[src/design/rrts_pkg.sv]
`default_nettype none
package rrts_pkg;
    typedef enum logic [1:0] {
        REQ_LOAD  = 2'd0,
        REQ_STEP  = 2'd1,
        REQ_CLEAR = 2'd2,
        REQ_NONE  = 2'd3
    } t_req;

    localparam logic [1:0] KIND_SLICE = 2'd0;
    localparam logic [1:0] KIND_WAIT  = 2'd1;
    localparam logic [1:0] KIND_TOTAL = 2'd2;

    localparam int TIME_BITS  = 20;
    localparam int TOTAL_BITS = 24;
    localparam int AVG_BITS   = 28;
    localparam logic [TIME_BITS-1:0]  TIME_MAX  = '1;
    localparam logic [TOTAL_BITS-1:0] TOTAL_MAX = '1;
endpackage
`default_nettype wire

[src/design/rrts_if.sv]
`default_nettype none
// Request channel.
interface rrts_req_if #(parameter int BURST_BITS = 16);
    logic                  valid;
    logic                  ready;
    logic [1:0]            req_type;
    logic [BURST_BITS-1:0] burst_time;
    modport source (output valid, req_type, burst_time, input ready);
    modport sink   (input valid, req_type, burst_time, output ready);
endinterface

// Report channel.
interface rrts_rep_if;
    logic        valid;
    logic        ready;
    logic [1:0]  report_kind;
    logic [3:0]  task_index;
    logic [23:0] time_value;
    logic [27:0] average_wait;
    logic        last_of_run;
    modport source (output valid, report_kind, task_index, time_value, average_wait,
                    last_of_run, input ready);
    modport sink   (input valid, report_kind, task_index, time_value, average_wait,
                    last_of_run, output ready);
endinterface

// Configuration write channel.
interface rrts_cfg_if;
    logic        valid;
    logic        ready;
    logic [15:0] data;
    modport source (output valid, data, input ready);
    modport sink   (input valid, data, output ready);
endinterface
`default_nettype wire

[src/design/round_robin_time_slice_scheduler.sv]
`default_nettype none
// Round-robin time-slice scheduler. Task state (remaining work, last slice end,
// waiting total) lives in one single-port task memory with a registered read.
// A load writes its entry straight from idle. A clear sweeps the memory, one
// entry a cycle, before the next request is taken. A step that grants a slice
// visits one task per memory read, then writes the entry back and emits. The
// final report reads each task in turn and then runs a bit-serial divide for
// the average. The memory is cleared after reset before the first request is
// taken. The next request is taken once the last word of the current one has
// been handed off.
module round_robin_time_slice_scheduler #(
    parameter int MAX_PROCESSES = 16,
    parameter int BURST_BITS    = 16
) (
    input  wire        i_clk,
    input  wire        i_rst_n,
    rrts_cfg_if.sink   cfg,
    rrts_req_if.sink   req,
    rrts_rep_if.source rep
);
    import rrts_pkg::*;

    localparam int IW = (MAX_PROCESSES > 1) ? $clog2(MAX_PROCESSES) : 1;
    localparam int CW = $clog2(MAX_PROCESSES + 1);
    localparam int EW = BURST_BITS + 2 * TIME_BITS;
    localparam int DW = TOTAL_BITS + 8;

    typedef enum logic [3:0] {
        S_SWEEP, S_IDLE, S_SRD, S_SCHK, S_SWR, S_RRD, S_RCHK, S_DIV, S_OUT
    } t_state;

    // task memory: {remaining, last_end, waiting}
    logic [EW-1:0] mem [MAX_PROCESSES];
    logic [EW-1:0] r_rd;
    logic [IW-1:0] mem_addr;
    logic          mem_we;
    logic [EW-1:0] mem_wd;

    t_state          r_state;
    logic [15:0]     r_quantum;
    logic [TIME_BITS-1:0] r_now;
    logic [IW-1:0]   r_next;
    logic [CW-1:0]   r_count;
    logic [IW-1:0]   r_idx;
    logic [CW-1:0]   r_k;
    logic [TOTAL_BITS-1:0] r_total;
    logic [DW-1:0]   r_num;
    logic [DW-1:0]   r_quo;
    logic [CW-1:0]   r_rem;
    logic [5:0]      r_bit;
    logic            r_req_ready;
    logic            r_out_valid;
    logic [1:0]      r_kind;
    logic [3:0]      r_tidx;
    logic [23:0]     r_tval;
    logic [27:0]     r_avg;
    logic            r_last;

    // entry fields of the read word
    logic [BURST_BITS-1:0] rd_rem;
    logic [TIME_BITS-1:0]  rd_end, rd_wait;
    assign rd_rem  = r_rd[EW-1 -: BURST_BITS];
    assign rd_end  = r_rd[2*TIME_BITS-1 -: TIME_BITS];
    assign rd_wait = r_rd[TIME_BITS-1:0];

    // slice arithmetic
    logic [15:0]           q_eff;
    logic [BURST_BITS-1:0] slice;
    logic [TIME_BITS:0]    wait_sum, now_sum;
    logic [TIME_BITS-1:0]  wait_new, now_new;
    always_comb begin
        q_eff = (r_quantum == 16'd0) ? 16'd1 : r_quantum;
        if ({16'd0, rd_rem} < {{BURST_BITS{1'b0}}, q_eff})
            slice = rd_rem;
        else
            slice = BURST_BITS'({16'd0, q_eff});
        wait_sum = {1'b0, rd_wait} + {1'b0, r_now - rd_end};
        wait_new = wait_sum[TIME_BITS] ? TIME_MAX : wait_sum[TIME_BITS-1:0];
        now_sum  = {1'b0, r_now} + (TIME_BITS+1)'(slice);
        now_new  = now_sum[TIME_BITS] ? TIME_MAX : now_sum[TIME_BITS-1:0];
    end

    logic [TOTAL_BITS:0] tot_sum;
    assign tot_sum = {1'b0, r_total} + (TOTAL_BITS+1)'(rd_wait);

    logic [IW-1:0] idx_inc;
    assign idx_inc = ({1'b0, r_idx} + 1'b1 >= (IW+1)'(r_count)) ? '0 : r_idx + 1'b1;

    logic [CW:0] rem_sh;
    assign rem_sh = {r_rem, r_num[DW-1]};

    logic req_fire, out_fire;
    assign req_fire = req.valid && r_req_ready;
    assign out_fire = r_out_valid && rep.ready;

    // memory port control
    always_comb begin
        mem_we   = 1'b0;
        mem_addr = r_idx;
        mem_wd   = '0;
        unique case (r_state)
            S_SWEEP: mem_we = 1'b1;
            S_IDLE: begin
                mem_addr = r_count[IW-1:0];
                mem_wd   = {req.burst_time, {2*TIME_BITS{1'b0}}};
                mem_we   = req_fire && (req.req_type == REQ_LOAD) &&
                           (r_count < CW'(MAX_PROCESSES));
            end
            S_SWR: begin
                mem_we = 1'b1;
                mem_wd = {rd_rem - slice, now_new, wait_new};
            end
            default: ;
        endcase
    end

    always_ff @(posedge i_clk) begin
        if (mem_we) mem[mem_addr] <= mem_wd;
        r_rd <= mem[mem_addr];
    end

    always_ff @(posedge i_clk) begin
        if (!i_rst_n) begin
            r_state     <= S_SWEEP;
            r_quantum   <= 16'd4;
            r_now       <= '0;
            r_next      <= '0;
            r_count     <= '0;
            r_idx       <= '0;
            r_req_ready <= 1'b0;
            r_out_valid <= 1'b0;
        end else begin
            if (cfg.valid) r_quantum <= cfg.data;
            if (out_fire) r_out_valid <= 1'b0;
            unique case (r_state)
                S_SWEEP: begin
                    if (32'(r_idx) == MAX_PROCESSES - 1) begin
                        r_idx       <= '0;
                        r_state     <= S_IDLE;
                        r_req_ready <= 1'b1;
                    end else begin
                        r_idx <= r_idx + 1'b1;
                    end
                end
                S_IDLE: begin
                    if (req_fire) begin
                        unique case (t_req'(req.req_type))
                            REQ_LOAD: begin
                                if (r_count < CW'(MAX_PROCESSES))
                                    r_count <= r_count + 1'b1;
                            end
                            REQ_CLEAR: begin
                                r_now       <= '0;
                                r_next      <= '0;
                                r_count     <= '0;
                                r_idx       <= '0;
                                r_req_ready <= 1'b0;
                                r_state     <= S_SWEEP;
                            end
                            REQ_STEP: begin
                                r_req_ready <= 1'b0;
                                r_idx       <= r_next;
                                r_k         <= '0;
                                r_total     <= '0;
                                r_state     <= (r_count == '0) ? S_DIV : S_SRD;
                                r_num       <= '0;
                                r_rem       <= '0;
                                r_bit       <= (r_count == '0) ? 6'd32 : 6'd0;
                            end
                            default: ;
                        endcase
                    end
                end
                S_SRD: r_state <= S_SCHK;
                S_SCHK: begin
                    if (rd_rem != '0) begin
                        r_state <= S_SWR;
                    end else if (r_k + 1'b1 >= r_count) begin
                        r_idx   <= '0;
                        r_k     <= '0;
                        r_state <= S_RRD;
                    end else begin
                        r_k     <= r_k + 1'b1;
                        r_idx   <= idx_inc;
                        r_state <= S_SRD;
                    end
                end
                S_SWR: begin
                    r_now       <= now_new;
                    r_next      <= idx_inc;
                    r_kind      <= KIND_SLICE;
                    r_tidx      <= 4'(r_idx);
                    r_tval      <= 24'(now_new);
                    r_avg       <= '0;
                    r_last      <= 1'b1;
                    r_out_valid <= 1'b1;
                    r_state     <= S_OUT;
                end
                S_RRD: if (!r_out_valid || out_fire) r_state <= S_RCHK;
                S_RCHK: begin
                    r_kind      <= KIND_WAIT;
                    r_tidx      <= 4'(r_idx);
                    r_tval      <= 24'(rd_wait);
                    r_avg       <= '0;
                    r_last      <= 1'b0;
                    r_out_valid <= 1'b1;
                    r_total     <= tot_sum[TOTAL_BITS] ? TOTAL_MAX
                                                       : tot_sum[TOTAL_BITS-1:0];
                    if (r_k + 1'b1 >= r_count) begin
                        r_state <= S_DIV;
                        r_num   <= {(tot_sum[TOTAL_BITS] ? TOTAL_MAX
                                     : tot_sum[TOTAL_BITS-1:0]), 8'd0};
                        r_rem   <= '0;
                        r_bit   <= '0;
                    end else begin
                        r_k     <= r_k + 1'b1;
                        r_idx   <= r_idx + 1'b1;
                        r_state <= S_RRD;
                    end
                end
                S_DIV: begin
                    if (r_bit != 6'd32) begin
                        // restoring divide, one quotient bit a cycle
                        r_num <= r_num << 1;
                        r_bit <= r_bit + 1'b1;
                        if (rem_sh >= {1'b0, r_count}) begin
                            r_rem <= CW'(rem_sh - {1'b0, r_count});
                            r_quo <= {r_quo[DW-2:0], 1'b1};
                        end else begin
                            r_rem <= rem_sh[CW-1:0];
                            r_quo <= {r_quo[DW-2:0], 1'b0};
                        end
                    end else if (!r_out_valid) begin
                        r_kind      <= KIND_TOTAL;
                        r_tidx      <= '0;
                        r_tval      <= r_total;
                        r_avg       <= (r_count == '0) ? '0 : r_quo[AVG_BITS-1:0];
                        r_last      <= 1'b1;
                        r_out_valid <= 1'b1;
                        r_state     <= S_OUT;
                    end
                end
                S_OUT: begin
                    if (out_fire) begin
                        r_state     <= S_IDLE;
                        r_req_ready <= 1'b1;
                    end
                end
                default: r_state <= S_IDLE;
            endcase
        end
    end

    assign cfg.ready        = 1'b1;
    assign req.ready        = r_req_ready;
    assign rep.valid        = r_out_valid;
    assign rep.report_kind  = r_kind;
    assign rep.task_index   = r_tidx;
    assign rep.time_value   = r_tval;
    assign rep.average_wait = r_avg;
    assign rep.last_of_run  = r_last;
endmodule
`default_nettype wire

[src/flat_wrapper.sv]
// flat-port wrapper written by rule: the top's interface ports become plain ports
module round_robin_time_slice_scheduler_flat import rrts_pkg::*;
#(
    parameter int MAX_PROCESSES = 16,
    parameter int BURST_BITS    = 16
)
  (i_clk, i_rst_n, cfg_valid, cfg_data, cfg_ready, req_valid, req_req_type, req_burst_time, req_ready, rep_valid, rep_report_kind, rep_task_index, rep_time_value, rep_average_wait, rep_last_of_run, rep_ready);
  rrts_cfg_if cfg_i ();
  rrts_req_if #(.BURST_BITS(BURST_BITS)) req_i ();
  rrts_rep_if rep_i ();
  input  wire i_clk;
  input  wire i_rst_n;
  input wire logic [$bits(cfg_i.valid)-1:0] cfg_valid;
  input wire logic [$bits(cfg_i.data)-1:0] cfg_data;
  output wire logic [$bits(cfg_i.ready)-1:0] cfg_ready;
  input wire logic [$bits(req_i.valid)-1:0] req_valid;
  input wire logic [$bits(req_i.req_type)-1:0] req_req_type;
  input wire logic [$bits(req_i.burst_time)-1:0] req_burst_time;
  output wire logic [$bits(req_i.ready)-1:0] req_ready;
  output wire logic [$bits(rep_i.valid)-1:0] rep_valid;
  output wire logic [$bits(rep_i.report_kind)-1:0] rep_report_kind;
  output wire logic [$bits(rep_i.task_index)-1:0] rep_task_index;
  output wire logic [$bits(rep_i.time_value)-1:0] rep_time_value;
  output wire logic [$bits(rep_i.average_wait)-1:0] rep_average_wait;
  output wire logic [$bits(rep_i.last_of_run)-1:0] rep_last_of_run;
  input wire logic [$bits(rep_i.ready)-1:0] rep_ready;
  assign cfg_i.valid = cfg_valid;
  assign cfg_i.data = cfg_data;
  assign cfg_ready = cfg_i.ready;
  assign req_i.valid = req_valid;
  assign req_i.req_type = req_req_type;
  assign req_i.burst_time = req_burst_time;
  assign req_ready = req_i.ready;
  assign rep_valid = rep_i.valid;
  assign rep_report_kind = rep_i.report_kind;
  assign rep_task_index = rep_i.task_index;
  assign rep_time_value = rep_i.time_value;
  assign rep_average_wait = rep_i.average_wait;
  assign rep_last_of_run = rep_i.last_of_run;
  assign rep_i.ready = rep_ready;
  round_robin_time_slice_scheduler #(.MAX_PROCESSES(MAX_PROCESSES), .BURST_BITS(BURST_BITS)) u_core (.i_clk(i_clk), .i_rst_n(i_rst_n), .cfg(cfg_i), .req(req_i), .rep(rep_i));
endmodule
[config.mk]
export PLATFORM = sky130hd
export DESIGN_NAME = round_robin_time_slice_scheduler_flat
export DESIGN_NICKNAME = d
export VERILOG_FILES = /design/src/design/rrts_pkg.sv /design/src/design/rrts_if.sv /design/src/design/round_robin_time_slice_scheduler.sv /design/src/flat_wrapper.sv
export SDC_FILE = /design/constraint.sdc
export NUM_CORES = 1
export LEC_CHECK = 0
export ABC_CLOCK_PERIOD_IN_PS = 8400
export BUFFER_PORTS_ARGS = -buffer_cell sky130_fd_sc_hd__buf_4
export CAP_MARGIN = 10
export CORE_MARGIN = 2
export CORE_UTILIZATION = 60
export CTS_CLUSTER_DIAMETER = 120
export DETAILED_ROUTE_END_ITERATION = 10
export PLACE_DENSITY = 0.78
export SYNTH_ARGS = -nofsm -noshare
export SYNTH_HDL_FRONTEND = slang
export SYNTH_SLANG_ARGS = --single-unit
[constraint.sdc]
create_clock -name i_clk -period 8.4 [get_ports i_clk]
set_input_delay 0.42 -clock i_clk [delete_from_list [all_inputs] [get_ports i_clk]]
set_output_delay 0.42 -clock i_clk [all_outputs]
set_load 0.05 [all_outputs]
=== After elaboration in Yosys (flattened, before gate mapping) ===
Memory sizes are Yosys's and may differ from the RTL's. A register that Yosys moved wholly into a read port is not among the register bits.
Cells that the tools add are included.

* Order comparisons: 5
* Equality and inequality tests: 27
* Reductions and logical operators: 34
* Multiplexer cells: 88
* Add/sub/neg operators: 11

{| class="wikitable"
|+ Operators with widths
! cell !! number
|-
| 32-bit 2-to-1 mux || 4
|-
| 24-bit 2-to-1 mux || 5
|-
| 56-bit one-hot mux with 2 select lines || 1
|-
| 32-bit one-hot mux with 3 select lines || 1
|-
| 28-bit 2-to-1 mux || 3
|-
| 20-bit 2-to-1 mux || 4
|-
| 4-bit 2-to-1 mux || 18
|-
| 24-bit one-hot mux with 3 select lines || 1
|-
| 28-bit one-hot mux with 2 select lines || 1
|-
| 24-bit one-hot mux with 2 select lines || 1
|-
| 5-bit 2-to-1 mux || 9
|-
| 20-bit one-hot mux with 2 select lines || 1
|-
| 4-bit one-hot mux with 9 select lines || 1
|-
| 16-bit 2-to-1 mux || 2
|-
| 4-bit one-hot mux with 2 select lines || 4
|-
| 6-bit 2-to-1 mux || 5
|-
| 5-bit one-hot mux with 3 select lines || 2
|-
| 24-bit by 20-bit adder with 25-bit output || 1
|-
| 20-bit by 16-bit adder with 21-bit output || 1
|-
| 20-bit by 20-bit adder with 21-bit output || 1
|-
| 20-bit subtractor || 1
|-
| 6-bit one-hot mux with 3 select lines || 1
|-
| 4-bit by 3-bit == test with 1-bit output (second input constant) || 4
|-
| 16-bit logical NOT || 1
|-
| other kinds (43) || 92
|}

* Output and inout bits: 62
* Memories: 1
* Bits in writable memories: 896
* Logic and storage cells: 185
* Bits in registers: 214

{| class="wikitable"
|+ Memories
! memory !! words !! width !! read ports !! clocked after memory_dff !! write ports !! line !! text
|-
| u_core.mem || 16 || 56 || 1 || 1 || 1 || round_robin_time_slice_scheduler.sv:33 || <nowiki>logic [EW-1:0] mem [MAX_PROCESSES];</nowiki>
|}

=== Longest topological paths before layout ===
Gate-level depths: netlist (run 1).

* Depth in word-level cells: 7
* Depth in mapped cells: 22
* Gate-level depth less buffers: 20

=== Worst setup path after synthesis (run 1) ===
No wires, ideal clock.

* Kind: register -> register
* Start point: reg u_core.r_state[1]
* End point: reg u_core.r_avg[0], in the netlist u_core.rep.average_wait[0], enable pin
* Arrival time: 5.439 ns
* Stages on the path, launching flop included: 5
* Path slack: 2.395 ns
* Library setup time: 0.566 ns
* Buffers on the path: 2
* Path through: dfxtp_1 clkbuf_1 clkbuf_1 nand2_1 a211oi_1

* Longest elaborated chain between the ends: 4
* Elaborated cells on any way between the ends: 8

{| class="wikitable"
|+ RTL lines
! what !! line !! text
|-
| start: declaration || round_robin_time_slice_scheduler.sv:39 || <nowiki>t_state r_state;</nowiki>
|-
| start signal: assignment || round_robin_time_slice_scheduler.sv:165 || <nowiki>r_state <= (r_count == '0) ? S_DIV : S_SRD;</nowiki>
|-
| 4-bit by 3-bit == test with 1-bit output || round_robin_time_slice_scheduler.sv:135 || <nowiki>unique case (r_state)</nowiki>
|-
| 2-bit OR reduction (no source line) || -- ||
|-
| 2-bit nonzero test (no source line) || -- ||
|-
| 4-bit AND reduction (no source line) * || -- ||
|-
| end signal: assignment || round_robin_time_slice_scheduler.sv:237 || <nowiki>r_avg <= (r_count == '0) ? '0 : r_quo[AVG_BITS-1:0];</nowiki>
|-
| end: declaration || round_robin_time_slice_scheduler.sv:56 || <nowiki>logic [27:0] r_avg;</nowiki>
|}

Every way passes the cells marked *; elsewhere a longest branch is shown, timed or not.
A chain may end at the register's enable or synchronous reset.

=== Final worst setup path (run 1) ===
* Start point: reg u_core.r_quantum[13]
* End point: mem u_core.mem[0][33] (netlist bit), data pin

* Longest elaborated chain between the ends: 7

{| class="wikitable"
|+ RTL lines
! what !! line !! text
|-
| start: declaration || round_robin_time_slice_scheduler.sv:40 || <nowiki>logic [15:0] r_quantum;</nowiki>
|-
| start signal: assignment || round_robin_time_slice_scheduler.sv:133 || <nowiki>if (cfg.valid) r_quantum <= cfg.data;</nowiki>
|-
| 16-bit logical NOT || round_robin_time_slice_scheduler.sv:72 || <nowiki>q_eff = (r_quantum == 16'd0) ? 16'd1 : r_quantum;</nowiki>
|-
| 16-bit 2-to-1 mux * || round_robin_time_slice_scheduler.sv:72 ||
|-
| 16-bit < comparator || round_robin_time_slice_scheduler.sv:73 || <nowiki>if ({16'd0, rd_rem} < {{BURST_BITS{1'b0}}, q_eff})</nowiki>
|-
| 16-bit 2-to-1 mux * || round_robin_time_slice_scheduler.sv:73 ||
|-
| 20-bit by 16-bit adder with 21-bit output * || round_robin_time_slice_scheduler.sv:79 || <nowiki>now_sum = {1'b0, r_now} + (TIME_BITS+1)'(slice);</nowiki>
|-
| 20-bit 2-to-1 mux * || round_robin_time_slice_scheduler.sv:80 || <nowiki>now_new = now_sum[TIME_BITS] ? TIME_MAX : now_sum[TIME_BITS-1:0];</nowiki>
|-
| 56-bit one-hot mux with 2 select lines * || round_robin_time_slice_scheduler.sv:101 || <nowiki>unique case (r_state)</nowiki>
|-
| net u_core.mem_wd[33] || round_robin_time_slice_scheduler.sv:37 || <nowiki>logic [EW-1:0] mem_wd;</nowiki>
|-
| end: declaration || round_robin_time_slice_scheduler.sv:33 ||
|}

The timed path passes the listed nets; every way through them passes the cells marked *.

==> impl_metrics.toml, run 1 <==
[cells_and_area]
post_route_cells_drive_above_1_share_pct = 18.9
syn_to_final_growth_pct = 12.8
postLayoutCoreUtil_pct = 68.4
design_area_um2 = 55000
final_nets = 3313
mostFrequentLayoutCell = "edfxtp_1"
final_cell_mix = "edfxtp_1 (1,047), mux4_2 (224), nor2_1 (164), buf_4 (159), nand2_1 (154)"

[synth]
synthArstFlopShare_pct = 0
synth_flop_cell = "edfxtp_1"
yosysTopAreaCell = "edfxtp_1"
syn_nets = 3151
ys_types = 76
synth_cells = 2977
ys_seq_area_share_pct = 69.1
ys_warn_count = 0
avgSynthCellArea_um2 = 16.4
synth_top_area_share_pct = 64.5
ys_top_cells_by_area = "edfxtp_1 (65%), mux4_2 (10%), dfxtp_1 (4.6%)"
ys_seq_elements = 1158
syn_area_um2 = 48700
synth_enable_flop_cells = 1047

[clock_tree]
cts.path.max_buffers = 3
cts.clk_slew.worst_paths_ns = 0.07
cts_resized = 0
cts_made_buffers = 109
cts_root_buffer = "clkbuf_16"
cts_tree = "built"
htreeDepth = 3
clock-sinks = 1158
insertion_delay_ns = 0.70

[floorplanning]
start_util_pct = 60.6
die_w_um = 289
pin_count = 101
rows = 104
coreArea_um2 = 80400
die_area_um2 = 83500
die_y_um = 289

[power_and_ir_drop]
p_int_mw = 10.2
p_comb_share_pct = 14.5
power.leakage_nw = 19.0
power.clock.fraction_pct = 37.9
power_mw = 13.7
seqPwrFrac_pct = 47.7
power.switching_mw = 3.55
ir_worst_vdd_uv = 180
sw_frac_of_total_pct = 25.9
p_per_area_nw_per_um2 = 249

[routing]
vias = 28617
dr.pass1.iters = 6
ant_nets = 0
drc = 0
drt_iter0_drc = 3735
vias_per_cell = 6.66
wl_um = 125000
routedWlPerCell_um = 29.1

[global_routing]
grt_usage_pct = 30.2
grt_pass1_wl_um = 184000
overflow = 0
grt_pass1_vias = 28604
grt_max_degree = 135
antenna_found_initial = 0

[timing]
tns_ns = 0
maxSlewHeadroom_pct = 16.7
max_slew.worst_pin.slew_ns = 1.25
fmax_mhz = 165
report.final.slew_viol_count = 0
setup_viol_count_final = 0
grt_setup_unrepaired = "no"
hold_viol_final = 0
layout_min_cycle_time_ns = 6.05
skew_ns = 0.0357
period_share_pct = 72.1

[placed_design]
dp_hpwl_um = 72500
post_dp_cell_area_um2 = 51000
numPortBuffers = 99
place_congestion = 0.957

[worst_setup_path]
crit_fanout = 16
critical_path.top_delay_family = "simple AND/OR/NAND/NOR gates"
crit_chain = "inv_1, ha_1, a21o_1, a211oi_1, o2111ai_1, o21ai_2, nand2_1, o21ai_0, ha_1, inv_1, fa_1, nor2b_1, o31ai_1, a21oi_1, o31a_1, a221oi_2, nor2_1, nor2_1, nor2_1"
start_kind = "register"
cp_slowest_stage_delay_ns = 0.87
path_class = "reg -> reg"
critPathCaptureType = "register"
cp_common_cell = "nor2_1"
cp_slowest_cell = "nor2_1"
cp_num_buf_inv = 2
arrival_ns = 6.41
crit_required_ns = 8.75

[outcome]
status = "completed"

[job]
maxCapViolCount = 0

[min_path]
hold_class = "in -> reg"
-- flip-flops by register name (all words and copies together), names as in the netlist, 4 cells and up --
signal,count
u_core.mem,896
u_core.r_rd,56
u_core.r_quo,28
u_core.rep.average_wait,28
u_core.r_num,24
u_core.r_total,24
u_core.rep.time_value,24
u_core.r_now,20
u_core.r_quantum,16
u_core.r_bit,6
u_core.r_count,5
u_core.r_k,5
u_core.r_rem,5
u_core.r_idx,4
u_core.r_next,4
u_core.r_state,4
u_core.rep.task_index,4
-- stage by stage --
stage	hold slack (ns)	instances	worst slack, ns
2_1_floorplan	0.417	2977	2.39
3_3_place_gp	0.426	4072	2.68
3_5_place_dp	0.428	4072	2.50
4_1_cts	0.00330	4292	2.43
5_1_grt	0.0234	4295	1.91
6_report	0.0121	4296	2.35
-- power groups by stage --
stage               clock network (mW)  logic [mW]  registers [mW]
finish                            5.19        1.98            6.53
global route                      5.43        2.13            6.53
CTS                               5.22        1.95            6.52
detailed placement                   0        1.92            6.64
global placement                     0        1.91            6.63
floorplan                            0        1.37            6.56
-- synthesized netlist by cell type, types with 35 or more instances --
| cell | n |
|---|---|
| ha_1 | 129 |
| edfxtp_1 | 1047 |
| and2_1 | 46 |
| a21oi_1 | 141 |
| xnor2_1 | 49 |
| clkbuf_1 | 95 |
| nor2b_1 | 35 |
| dfxtp_1 | 111 |
| xor2_1 | 36 |
| o21ai_0 | 80 |
| nand2_1 | 154 |
| a22oi_1 | 116 |
| a21o_1 | 76 |
| mux4_2 | 224 |
| inv_1 | 95 |
| nor2_1 | 178 |
-- per-layer routing --
| metal | vias up | track usage, % | share of wire (%) |
|---|---|---|---|
| li1 | 12079 | - | - |
| met1 | 14541 | 42.3 | 38 |
| met2 | 1748 | 49.0 | 49 |
| met3 | 249 | 4.24 | 9.6 |
| met4 | 0 | 11.7 | 3.6 |
| met5 | - | 0 | 0 |
-- cell families after synthesis --
logic type	synth area share (%)
multiplexers	10.8
buffers and inverters	1.86
adder cells (fa/ha/maj)	3.56
AND/OR/NAND/NOR	5.31
flip-flops	69.1
other	0.00769
AO/OA/AOI/OAI	7.88
XOR/XNOR	1.53
-- worst paths after layout --
check,slack (ns),startpoint,cells after the start,to
setup reg to reg,2.35,u_core.r_quantum[13],19,u_core.mem[0][33]
setup / recovery,2.35,u_core.r_quantum[13],19,u_core.mem[0][33]
hold reg to reg,0.43,u_core.r_quo[8],0,u_core.r_quo[9]
hold / removal,0.01,cfg_data[2],3,u_core.r_quantum[2]
-- repair_timing --
action / 4_1_cts / 5_1_grt
hold buffers: 13 / 0
endpoints found under the hold margin: 13 / 0
setup buffers: 0 / 0
-- worst reg2reg max path: stages, from the launching register on --
cell and delay [ns]:
dfxtp_1 0.35, inv_1 0.07, ha_1 0.29, a21o_1 0.17
a211oi_1 0.36, o2111ai_1 0.20, o21ai_2 0.26, nand2_1 0.07
o21ai_0 0.15, ha_1 0.26, inv_1 0.07, fa_1 0.43
nor2b_1 0.17, o31ai_1 0.13, a21oi_1 0.22, o31a_1 0.31
a221oi_2 0.18, nor2_1 0.88, nor2_1 0.33, nor2_1 0.85
-- layout make-up --
type | instances | area [µm²]
timing repair buffer | 179 | 1460
sequential | 1158 | 33700
inverter | 97 | 364
multi-input combinational | 1594 | 14400
clock buffer | 129 | 2870
antenna | 1 | 2.50
tap | 1060 | 1330
clock inverter | 78 | 943
fill | 5069 | 25400
(Power assumes the default switching activity.)
==> run 2: changes to the inputs <==
--- a/config.mk
+++ b/config.mk
@@ -5,7 +5,7 @@
 export SDC_FILE = /design/constraint.sdc
 export NUM_CORES = 1
 export LEC_CHECK = 0
-export ABC_CLOCK_PERIOD_IN_PS = 8400
+export ABC_CLOCK_PERIOD_IN_PS = 5800
 export BUFFER_PORTS_ARGS = -buffer_cell sky130_fd_sc_hd__buf_4
 export CAP_MARGIN = 10
 export CORE_MARGIN = 2
==> constraint.sdc (replaced) <==
create_clock -name i_clk -period 5.8 [get_ports i_clk]
set_input_delay 0.29 -clock i_clk [delete_from_list [all_inputs] [get_ports i_clk]]
set_output_delay 0.29 -clock i_clk [all_outputs]
set_load 0.05 [all_outputs]
==> impl_metrics.toml, run 2 (synthesized netlist as in run 1, its figures left out) <==
[global_routing]
grt_usage_pct = 31.1
grt_pass1_wl_um = 188000
grt_max_degree = 65
grt_pass1_vias = 29418
antenna_found_initial = 5
overflow = 0

[clock_tree]
cts_root_buffer = "clkbuf_16"
cts.path.max_buffers = 3
clock-sinks = 1158
cts.clk_slew.worst_paths_ns = 0.06
cts_made_buffers = 111
cts_tree = "built"
insertion_delay_ns = 0.71
htreeDepth = 3

[worst_setup_path]
cp_slowest_stage_delay_ns = 0.57
crit_required_ns = 6.14
arrival_ns = 5.91
crit_fanout = 28
path_class = "reg -> reg"
start_kind = "register"
cp_slowest_cell = "a221oi_2"
ff2ff_path_depth = 20
rrSetupSlack_ns = 0.23
crit_chain = "inv_1, ha_1, a21o_1, a211oi_1, o2111ai_1, o21ai_2, buf_12, nor2_1, a21o_1, inv_1, fa_1, nor2b_1, o31ai_1, a21oi_1, o31a_1, a221oi_2, nor2_1, buf_4, o21ai_0, inv_1"
critPathCaptureType = "register"
cp_num_buf_inv = 5
reg2reg_from = "u_core.r_quantum[13]"
critical_path.top_delay_family = "compound AO/OA/AOI/OAI gates"
r2r_end = "u_core.mem[11][25]"
cp_common_cell = "inv_1"

[timing]
period_share_pct = 96.0
grt_setup_unrepaired = "no"
skew_ns = 0.0389
layout_min_cycle_time_ns = 5.57
hold_viol_final = 0
hold_ws_ns = 0.0686
setup_viol_count_final = 0
max_slew.worst_pin.slew_ns = 1.23
tns_ns = 0
maxSlewHeadroom_pct = 18.1
fmax_mhz = 180
report.final.slew_viol_count = 0

[cells_and_area]
fillers = 4925
multi_input_area_um2 = 14400
top_regs = "u_core.mem x896, u_core.r_rd x56"
largest_register_ffs = 896
ff_latch_area_um2 = 33700
mostFrequentLayoutCell = "edfxtp_1"
largest_register = "u_core.mem"
final_nets = 3371
final_cell_mix = "edfxtp_1 (1,047), mux4_2 (224), buf_4 (189), nor2_1 (154), nand2_1 (154)"
post_route_cells_drive_above_1_share_pct = 20.1
syn_to_final_growth_pct = 14.0

[min_path]
min_from = "cfg_valid"
hold_path_depth = 3
hold_class = "in -> reg"
min_to = "u_core.r_quantum[6]"

[routing]
vias = 29303
wl_um = 128000
routedWlPerCell_um = 29.5
vias_per_cell = 6.73
drt_iter0_drc = 4026
dr.pass1.iters = 6
ant_nets = 0
drc = 0

[floorplanning]
die_w_um = 289
pin_count = 101
die_area_um2 = 83500
rows = 104
die_y_um = 289
coreArea_um2 = 80400
start_util_pct = 60.6

[placed_design]
numPortBuffers = 99
place_congestion = 0.967
dp_hpwl_um = 76500

[outcome]
status = "completed"

[power_and_ir_drop]
power_mw = 19.6
ir_worst_vdd_uv = 281
p_per_area_nw_per_um2 = 353
power.leakage_nw = 19.3

[job]
maxCapViolCount = 0
[run 2: cell count changes in the layout (fill, tap and decap cells not counted), moves of 6 or more]
cell	delta
buf_12	+20
buf_4	+30
bufinv_16	-9
clkbuf_1	+12
clkbuf_8	+9
dlygate4sd3_1	+6
nor2_1	-10
nor2_2	+10
[run 2: how the worst max path moves through the flow]
stage	startpoint	endpoint	slack [ns]	cells past startpoint
after floorplan	u_core.r_state[0]	u_core.mem[0][0]	0.85	8
after global placement	u_core.r_quantum[13]	u_core.mem[10][29]	0.38	21
after detailed placement	u_core.r_quantum[13]	u_core.mem[0][31]	0.19	19
after CTS	u_core.r_quantum[13]	u_core.mem[9][38]	0.12	19
after global routing	u_core.r_quantum[13]	u_core.mem[2][25]	0.007	19
final	u_core.r_quantum[13]	u_core.mem[11][25]	0.23	20
[run 2: worst register-to-register path, stage by stage (launching register included)]
cell and delay (ns):
dfxtp_1 0.36, inv_1 0.08, ha_1 0.29, a21o_1 0.16, a211oi_1 0.38, o2111ai_1 0.22, o21ai_2 0.34, buf_12 0.22
nor2_1 0.06, a21o_1 0.20, inv_1 0.12, fa_1 0.21, nor2b_1 0.07, o31ai_1 0.38, a21oi_1 0.18, o31a_1 0.34
a221oi_2 0.57, nor2_1 0.12, buf_4 0.23, o21ai_0 0.37, inv_1 0.33
[run 2: routing by layer]
| layer | part of all wire (%) | GRT usage [%] | vias to the layer above |
|---|---|---|---|
| met5 | 0.020 | 0 | - |
| met4 | 4.6 | 14.3 | 4 |
| met3 | 11 | 6.02 | 334 |
| met2 | 48 | 49.6 | 1943 |
| met1 | 37 | 42.1 | 14829 |
| li1 | - | - | 12193 |
[run 2: report_power, final]
part | switching [mW] | total (mW) | internal, mW | leakage, nW
Sequential | 0.202 | 9.45 | 9.25 | 10.3
Clock | 3.14 | 7.27 | 4.13 | 1.79
Combinational | 1.73 | 2.90 | 1.17 | 7.26
[run 2: area by class of cell]
class                   instances  area share, %
clock inverters                55           1.04
inverters                      97          0.655
repair buffers                235           3.87
well taps                    1060           2.39
multi-input cells            1594           25.9
flip-flops and latches       1158           60.6
clock buffers                 153           5.61
diodes                          2        0.00900
[run 2: repair_timing]
item / in CTS / in global routing
hold buffers: 19 / 0
endpoints found under the hold margin: 20 / 0
setup endpoints to repair: 0 / 160
buffers inserted: 0 / 0
resized for setup: 0 / 10
[run 2: through the flow]
step,worst slack [ns],area (µm²),utilization [%],instances
3_5_place_dp,0.193,51700,64.2,4124
4_1_cts,0.115,55500,69.1,4351
5_1_grt,0.00735,55600,69.1,4352
6_report,0.235,55600,69.1,4354
3_3_place_gp,0.384,51700,64.2,4124
2_1_floorplan,0.854,48700,-,2977
